**src/rtl/assert_macros.svh**
```systemverilog
// Assertion macros for the RTL of the second-chance replacer.
// Each macro samples on clk and is disabled while rst_n is low.
`ifndef ASSERT_MACROS_SVH
`define ASSERT_MACROS_SVH

// The expression holds at every clock edge.
`define ASSERT_ALWAYS(lbl, expr, msg) \
  lbl: assert property (@(posedge clk) disable iff (!rst_n) (expr)) else $error(msg);

// The consequent holds in the same cycle as the antecedent.
`define ASSERT_IMPLIES(lbl, ante, cons, msg) \
  lbl: assert property (@(posedge clk) disable iff (!rst_n) (ante) |-> (cons)) else $error(msg);

// The consequent holds in the cycle after the antecedent.
`define ASSERT_NEXT(lbl, ante, cons, msg) \
  lbl: assert property (@(posedge clk) disable iff (!rst_n) (ante) |=> (cons)) else $error(msg);

`endif

```
**src/rtl/scpr_pkg.sv**
```systemverilog
// Package for the second-chance page replacer: operation and status codes,
// the ring entry type and default sizes. No dependencies.
package scpr_pkg;

  localparam int SCPR_NUM_FRAMES = 16;
  localparam int FRAME_IDS       = 16;

  localparam logic [1:0] OP_INSERT    = 2'd0;
  localparam logic [1:0] OP_REFERENCE = 2'd1;
  localparam logic [1:0] OP_REPLACE   = 2'd2;

  localparam logic [1:0] STATUS_OK    = 2'd0;
  localparam logic [1:0] STATUS_EMPTY = 2'd1;
  localparam logic [1:0] STATUS_FULL  = 2'd2;

  typedef struct packed {
    logic [7:0]  pid;
    logic [15:0] page;
    logic [3:0]  frame;
  } scpr_entry_t;

endpackage

```
**src/rtl/scpr_ram.sv**
```systemverilog
// Generic single-write, single-read RAM with a registered read port.
// A read of the address being written returns the new data. No dependencies.
module scpr_ram #(
  parameter int WIDTH = 8,
  parameter int DEPTH = 16
) (
  input  logic                     clk,
  input  logic                     we,
  input  logic [$clog2(DEPTH)-1:0] waddr,
  input  logic [WIDTH-1:0]         wdata,
  input  logic [$clog2(DEPTH)-1:0] raddr,
  output logic [WIDTH-1:0]         rdata
);

  logic [WIDTH-1:0] mem [DEPTH];

  always_ff @(posedge clk) begin
    if (we) begin
      mem[waddr] <= wdata;
    end
    if (we && (waddr == raddr)) begin
      rdata <= wdata;
    end else begin
      rdata <= mem[raddr];
    end
  end

endmodule

```
**src/rtl/second_chance_page_replacer_core.sv**
```systemverilog
// Second-chance page replacer. Insert and reference register their result in
// the cycle after acceptance. Replace issues the head read at acceptance and
// then examines entries, at most the entry count plus one, as the ring RAM
// reads and rewrites one entry per cycle. The input is not ready during a
// scan or while a result is held by a low out_ready. The ring RAM needs no
// clearing after reset. Uses scpr_pkg, scpr_ram and assert_macros.svh.
`include "assert_macros.svh"

module second_chance_page_replacer_core
  import scpr_pkg::*;
#(
  parameter int NUM_FRAMES = SCPR_NUM_FRAMES
) (
  input  logic        clk,
  input  logic        rst_n,
  input  logic        in_valid,
  output logic        in_ready,
  input  logic [1:0]  in_op,
  input  logic [7:0]  in_proc_id,
  input  logic [15:0] in_page_num,
  input  logic [3:0]  in_frame_num,
  input  logic        in_ref_init,
  output logic        out_valid,
  input  logic        out_ready,
  output logic [1:0]  out_status,
  output logic [7:0]  out_victim_pid,
  output logic [15:0] out_victim_page,
  output logic [3:0]  out_victim_frame
);

  localparam int PTR_W = $clog2(NUM_FRAMES);
  localparam int CNT_W = $clog2(NUM_FRAMES + 1);
  localparam int SUM_W = CNT_W + 1;
  localparam int ENT_W = $bits(scpr_entry_t);

  typedef enum logic [1:0] {
    ST_IDLE = 2'b01,
    ST_SCAN = 2'b10
  } state_t;

  state_t                 state_r, state_nxt;
  logic [PTR_W-1:0]       head_r, head_nxt;
  logic [CNT_W-1:0]       cnt_r, cnt_nxt;
  logic [FRAME_IDS-1:0]   ref_bits_r, ref_bits_nxt;
  logic                   out_valid_r, out_valid_nxt;
  logic [1:0]             out_status_r, out_status_nxt;
  scpr_entry_t            out_entry_r, out_entry_nxt;

  logic [SUM_W-1:0]       tail_sum;
  logic [PTR_W-1:0]       tail;
  logic [PTR_W-1:0]       head_inc;
  scpr_entry_t            in_entry;
  scpr_entry_t            scan_entry;
  logic                   ref_hit;
  logic                   in_fire;

  logic                   ram_we;
  logic [PTR_W-1:0]       ram_waddr;
  logic [ENT_W-1:0]       ram_wdata;
  logic [PTR_W-1:0]       ram_raddr;
  logic [ENT_W-1:0]       ram_rdata;

  scpr_ram #(
    .WIDTH (ENT_W),
    .DEPTH (NUM_FRAMES)
  ) u_ring (
    .clk   (clk),
    .we    (ram_we),
    .waddr (ram_waddr),
    .wdata (ram_wdata),
    .raddr (ram_raddr),
    .rdata (ram_rdata)
  );

  assign in_ready = (state_r == ST_IDLE) && (!out_valid_r || out_ready);
  assign in_fire  = in_valid && in_ready;

  assign out_valid        = out_valid_r;
  assign out_status       = out_status_r;
  assign out_victim_pid   = out_entry_r.pid;
  assign out_victim_page  = out_entry_r.page;
  assign out_victim_frame = out_entry_r.frame;

  always_comb begin
    in_entry.pid   = in_proc_id;
    in_entry.page  = in_page_num;
    in_entry.frame = in_frame_num;
    scan_entry     = scpr_entry_t'(ram_rdata);
    ref_hit        = ref_bits_r[scan_entry.frame];
    tail_sum       = SUM_W'(head_r) + SUM_W'(cnt_r);
    if (tail_sum >= SUM_W'(NUM_FRAMES)) begin
      tail = PTR_W'(tail_sum - SUM_W'(NUM_FRAMES));
    end else begin
      tail = PTR_W'(tail_sum);
    end
    if (head_r == PTR_W'(NUM_FRAMES - 1)) begin
      head_inc = '0;
    end else begin
      head_inc = head_r + 1'b1;
    end
  end

  always_comb begin
    state_nxt      = state_r;
    head_nxt       = head_r;
    cnt_nxt        = cnt_r;
    ref_bits_nxt   = ref_bits_r;
    out_valid_nxt  = out_valid_r && !out_ready;
    out_status_nxt = out_status_r;
    out_entry_nxt  = out_entry_r;
    ram_we         = 1'b0;
    ram_waddr      = tail;
    ram_wdata      = in_entry;
    ram_raddr      = head_r;
    case (state_r)
      ST_IDLE: begin
        if (in_fire) begin
          out_valid_nxt  = 1'b1;
          out_status_nxt = STATUS_OK;
          out_entry_nxt  = '0;
          case (in_op)
            OP_INSERT: begin
              if (cnt_r == CNT_W'(NUM_FRAMES)) begin
                out_status_nxt = STATUS_FULL;
              end else begin
                ram_we                     = 1'b1;
                ref_bits_nxt[in_frame_num] = in_ref_init;
                cnt_nxt                    = cnt_r + 1'b1;
              end
            end
            OP_REFERENCE: begin
              ref_bits_nxt[in_frame_num] = 1'b1;
            end
            OP_REPLACE: begin
              if (cnt_r == '0) begin
                out_status_nxt = STATUS_EMPTY;
              end else begin
                out_valid_nxt = 1'b0;
                state_nxt     = ST_SCAN;
              end
            end
            default: begin
            end
          endcase
        end
      end
      ST_SCAN: begin
        head_nxt = head_inc;
        if (ref_hit) begin
          ref_bits_nxt[scan_entry.frame] = 1'b0;
          ram_we    = 1'b1;
          ram_wdata = scan_entry;
          ram_raddr = head_inc;
        end else begin
          out_valid_nxt  = 1'b1;
          out_status_nxt = STATUS_OK;
          out_entry_nxt  = scan_entry;
          cnt_nxt        = cnt_r - 1'b1;
          state_nxt      = ST_IDLE;
        end
      end
      default: begin
        state_nxt = ST_IDLE;
      end
    endcase
  end

  always_ff @(posedge clk) begin
    if (!rst_n) begin
      state_r     <= ST_IDLE;
      head_r      <= '0;
      cnt_r       <= '0;
      ref_bits_r  <= '0;
      out_valid_r <= 1'b0;
    end else begin
      state_r     <= state_nxt;
      head_r      <= head_nxt;
      cnt_r       <= cnt_nxt;
      ref_bits_r  <= ref_bits_nxt;
      out_valid_r <= out_valid_nxt;
    end
  end

  always_ff @(posedge clk) begin
    out_status_r <= out_status_nxt;
    out_entry_r  <= out_entry_nxt;
  end

  `ASSERT_ALWAYS(a_cnt_bound, cnt_r <= CNT_W'(NUM_FRAMES),
                 "Entry count exceeds the ring size.")
  `ASSERT_ALWAYS(a_head_bound, head_r <= PTR_W'(NUM_FRAMES - 1),
                 "Head pointer is out of range.")
  `ASSERT_IMPLIES(a_scan_nonempty, state_r == ST_SCAN, cnt_r != '0 && !out_valid_r,
                  "Scan runs on an empty ring or with a pending transaction.")
  `ASSERT_NEXT(a_victim_dec, state_r == ST_SCAN && !ref_hit,
               cnt_r + 1'b1 == $past(cnt_r) && out_valid_r,
               "Eviction did not remove exactly one entry.")

endmodule

```
**config.mk**
```make
export PLATFORM = sky130hd
export DESIGN_NAME = second_chance_page_replacer_core
export DESIGN_NICKNAME = d
export VERILOG_FILES = /design/src/rtl/scpr_pkg.sv /design/src/rtl/scpr_ram.sv /design/src/rtl/second_chance_page_replacer_core.sv
export VERILOG_INCLUDE_DIRS = /design/src /design/src/rtl
export SDC_FILE = /design/constraint.sdc
export NUM_CORES = 1
export LEC_CHECK = 0
export ABC_CLOCK_PERIOD_IN_PS = 8700
export BUFFER_PORTS_ARGS = -buffer_cell sky130_fd_sc_hd__buf_2
export CAP_MARGIN = 20
export CELL_PAD_IN_SITES_DETAIL_PLACEMENT = 1
export CELL_PAD_IN_SITES_GLOBAL_PLACEMENT = 2
export CORE_AREA = 4 4 147 290
export DETAILED_ROUTE_END_ITERATION = 7
export DIE_AREA = 0 0 151 294
export PLACE_DENSITY = 0.91
export SYNTH_ARGS = -nofsm -noshare
export SYNTH_HDL_FRONTEND = slang
export SYNTH_HIERARCHICAL = 1
export SYNTH_SLANG_ARGS = --single-unit
```
**constraint.sdc**
```tcl
create_clock -name clk -period 8.7 [get_ports clk]
set_input_delay 1.305 -clock clk [delete_from_list [all_inputs] [get_ports clk]]
set_output_delay 1.305 -clock clk [all_outputs]
set_load 0.02 [all_outputs]
```
==> reports/metrics.csv <==
metric;value;unit
status;finished, final reports clean;
grt_antenna_before_repair;0;
period_needed;6.09;ns
final-max-slew-violation-count;0;
grt_pass1_wl;75100;um
r2r_slack;2.61;ns
core-area;40300;um^2
syn_nets;1106;
ios;67;
num_vias;10800;
seq_power_share;56.4;%
clk_latency;0.58;ns
htreeDepth;2;
post_synth_num_cell_types;54;
num_rows;104;
clock.fmax;0.164;GHz
track_usage;23.2;%
synth-edff-count;478;
route.detailed.drc;0;
numPortBuffers;66;
wl_per_cell;30.8;um
p_int;3.79;mW
switching_share;21.0;%
gp_congestion;0.846;
start_util;51.4;%
area_growth;11.9;%
p_clk_share;40.6;%
final-setup-viol-count;0;
cts_resized;0;
place_ws;2.27;ns
hold_depth;2;
relSlewSlack;25.3;%
post_synth.cell_area_avg;19.6;um^2
clk_pin_slew;0.07;ns
async_flop_share;0;%
dp.cells;1610;
placed_area;21600;um^2
holdWs;0.531;ns
finalWorstSetupSlack;2.61;ns
overflow;0;
dp_hpwl;30100;um
r2r_cells;11;
clk_path_buf_depth;3;
first_pass_iters;5;
yosys-top-cells-area;edfxtp_1 (69%), mux4_2 (12%), dfxtp_1 (3.1%);
root_buffer;clkbuf_16;
drive_above_1_share;27.2;%
switching_power;1.01;mW
first_global_vias;11500;
rsz0062_at_grt;no;
final_util;57.6;%
detail-route-antenna-nets;0;
skew;0.0255;ns
synthCells;1060;
finalHoldViolations;0;
cp.required;8.91;ns
final_cell_count_no_fill;1698;
synth_warnings;6;
startpoint_type;flop;
clock_sinks;510;
vias_per_cell;6.38;
die_x;151;um
crit_fanout;49;
synth_top_cell_by_area;edfxtp_1;
fin_tns_setup;0;ns
synth_area;20800;um^2
critPathCaptureType;flop;
nets;1179;
whs_endpoint;cnt_r[4];
p_per_area;206;nW/um^2
min_from;cnt_r[4];
ys_seq_area_share;72.2;%
netlist.area_leader.share;69.2;%
fin_crit_sh;70.0;%
post-route-cell-area;23200;um^2
grt_max_degree;64;
min_path_type;reg2reg;
final_cell_mix;edfxtp_1 (478), mux4_2 (107), buf_2 (66);
p_leak;7.35;nW
cts_hold_buf;0;
final_common_cell;edfxtp_1;
postCtsSetupBuffers;0;
wirelength;52400;um
numCtsBuffers;43;
max-cap-violations;0;
worstMarginPinSlew;1.12;ns
synth_ff_type;edfxtp_1;
power;4.79;mW
r2r_end;u_ring/mem[12][26];
synth-seq-cells;510;
drt_iter0_drc;979;
pwr-share-comb;3.0;%
worstSetupPathType;reg2reg;
vdd_drop_max;0.180;mV
design.die.area;44400;um^2
dieHeight;294;um
cts_tree;done;
critPathArrivalTime;6.30;ns
-- cells in the mapped netlist, drive strengths merged (3+ instances only) --
cell,instances
o22ai,16
clkbuf,37
nand2,39
and2,31
inv,11
and3,3
buf,27
nor2,24
nor3,6
nand3,22
a21oi,26
a22oi,56
a31oi,6
a32o,16
edfxtp,478
nor2b,10
a21o,3
ha,9
or3,5
xnor2,6
nand2b,6
mux2,31
dfxtp,32
mux4,122
o21ai,7
nand3b,4
o31ai,3
-- kinds of logic (layout without fill, tap and decap cells) --
group	Yosys count	count (layout)	synth area share, %
other	0	1	0
xor gates and xnor gates	8	8	0.338
DFF	510	510	72.2
AOI/OAI and AO/OA	144	144	4.97
muxes	155	155	15.7
buffers and inverters	75	182	2.17
and+or+nand+nor	157	157	3.89
adders and majority gates	11	11	0.736
-- worst max-delay path, cell delays in order (launching register included) --
cell and delay, ns:
dfxtp_4 0.98, buf_4 0.61, mux4_2 0.57, a22oi_1 0.21, nand2_1 0.42, mux2_4 0.35
mux2_4 0.20, nand2_1 0.17, a21oi_1 0.41, nand3_1 0.37, nor3_2 0.86, buf_4 0.52
-- sequential cells by signal (all words and copies together), names as in the netlist, named ones only --
signal and flops:
cnt_r 5, head_r 4, out_status 2, out_valid 1, out_victim_frame 4, out_victim_page 16
out_victim_pid 8, ref_bits_r 16, state_r 2, u_ring/mem 448
-- per-layer routing --
layer | global-route usage (%) | share of wire (%) | vias to the layer above
li1 | - | - | 4544
met2 | 43.1 | 55 | 495
met1 | 27.6 | 34 | 5641
met4 | 8.37 | 4.9 | 0
met5 | 0 | 0 | -
met3 | 2.56 | 5.7 | 151
-- power groups by stage --
| stage | registers, mW | clock network (mW) | logic (mW) |
|---|---|---|---|
| 2_1_floorplan | 2.77 | 0 | 0.0753 |
| 3_3_place_gp | 2.75 | 0 | 0.138 |
| 3_5_place_dp | 2.76 | 0 | 0.146 |
| 4_1_cts | 2.70 | 1.98 | 0.146 |
| 5_1_grt | 2.70 | 2.10 | 0.158 |
| 6_report | 2.70 | 1.95 | 0.145 |
-- layout make-up --
| cell class | instances | area [um^2] |
|---|---|---|
| Multi-Input combinational cell | 475 | 5430 |
| Tap cell | 530 | 663 |
| Fill cell | 3529 | 17100 |
| Clock buffer | 48 | 1090 |
| Clock inverter | 31 | 319 |
| Sequential cell | 510 | 15000 |
| Antenna cell | 1 | 2.50 |
| Timing Repair Buffer | 92 | 667 |
| Inverter | 11 | 41.3 |
-- worst max path at each step --
| stage | start | endpoint | slack [ns] | cells past startpoint |
|---|---|---|---|---|
| floorplan | flop | u_ring/mem[0][0] | 3.14 | 13 |
| global placement | flop | u_ring/mem[8][26] | 2.82 | 11 |
| detailed placement | flop | u_ring/mem[8][24] | 2.27 | 11 |
| CTS | flop | u_ring/mem[8][26] | 2.22 | 11 |
| global route | flop | u_ring/mem[12][27] | 2.12 | 11 |
| finish | flop | u_ring/mem[12][26] | 2.61 | 11 |
No activity file was read; power rests on OpenSTA's default activity.
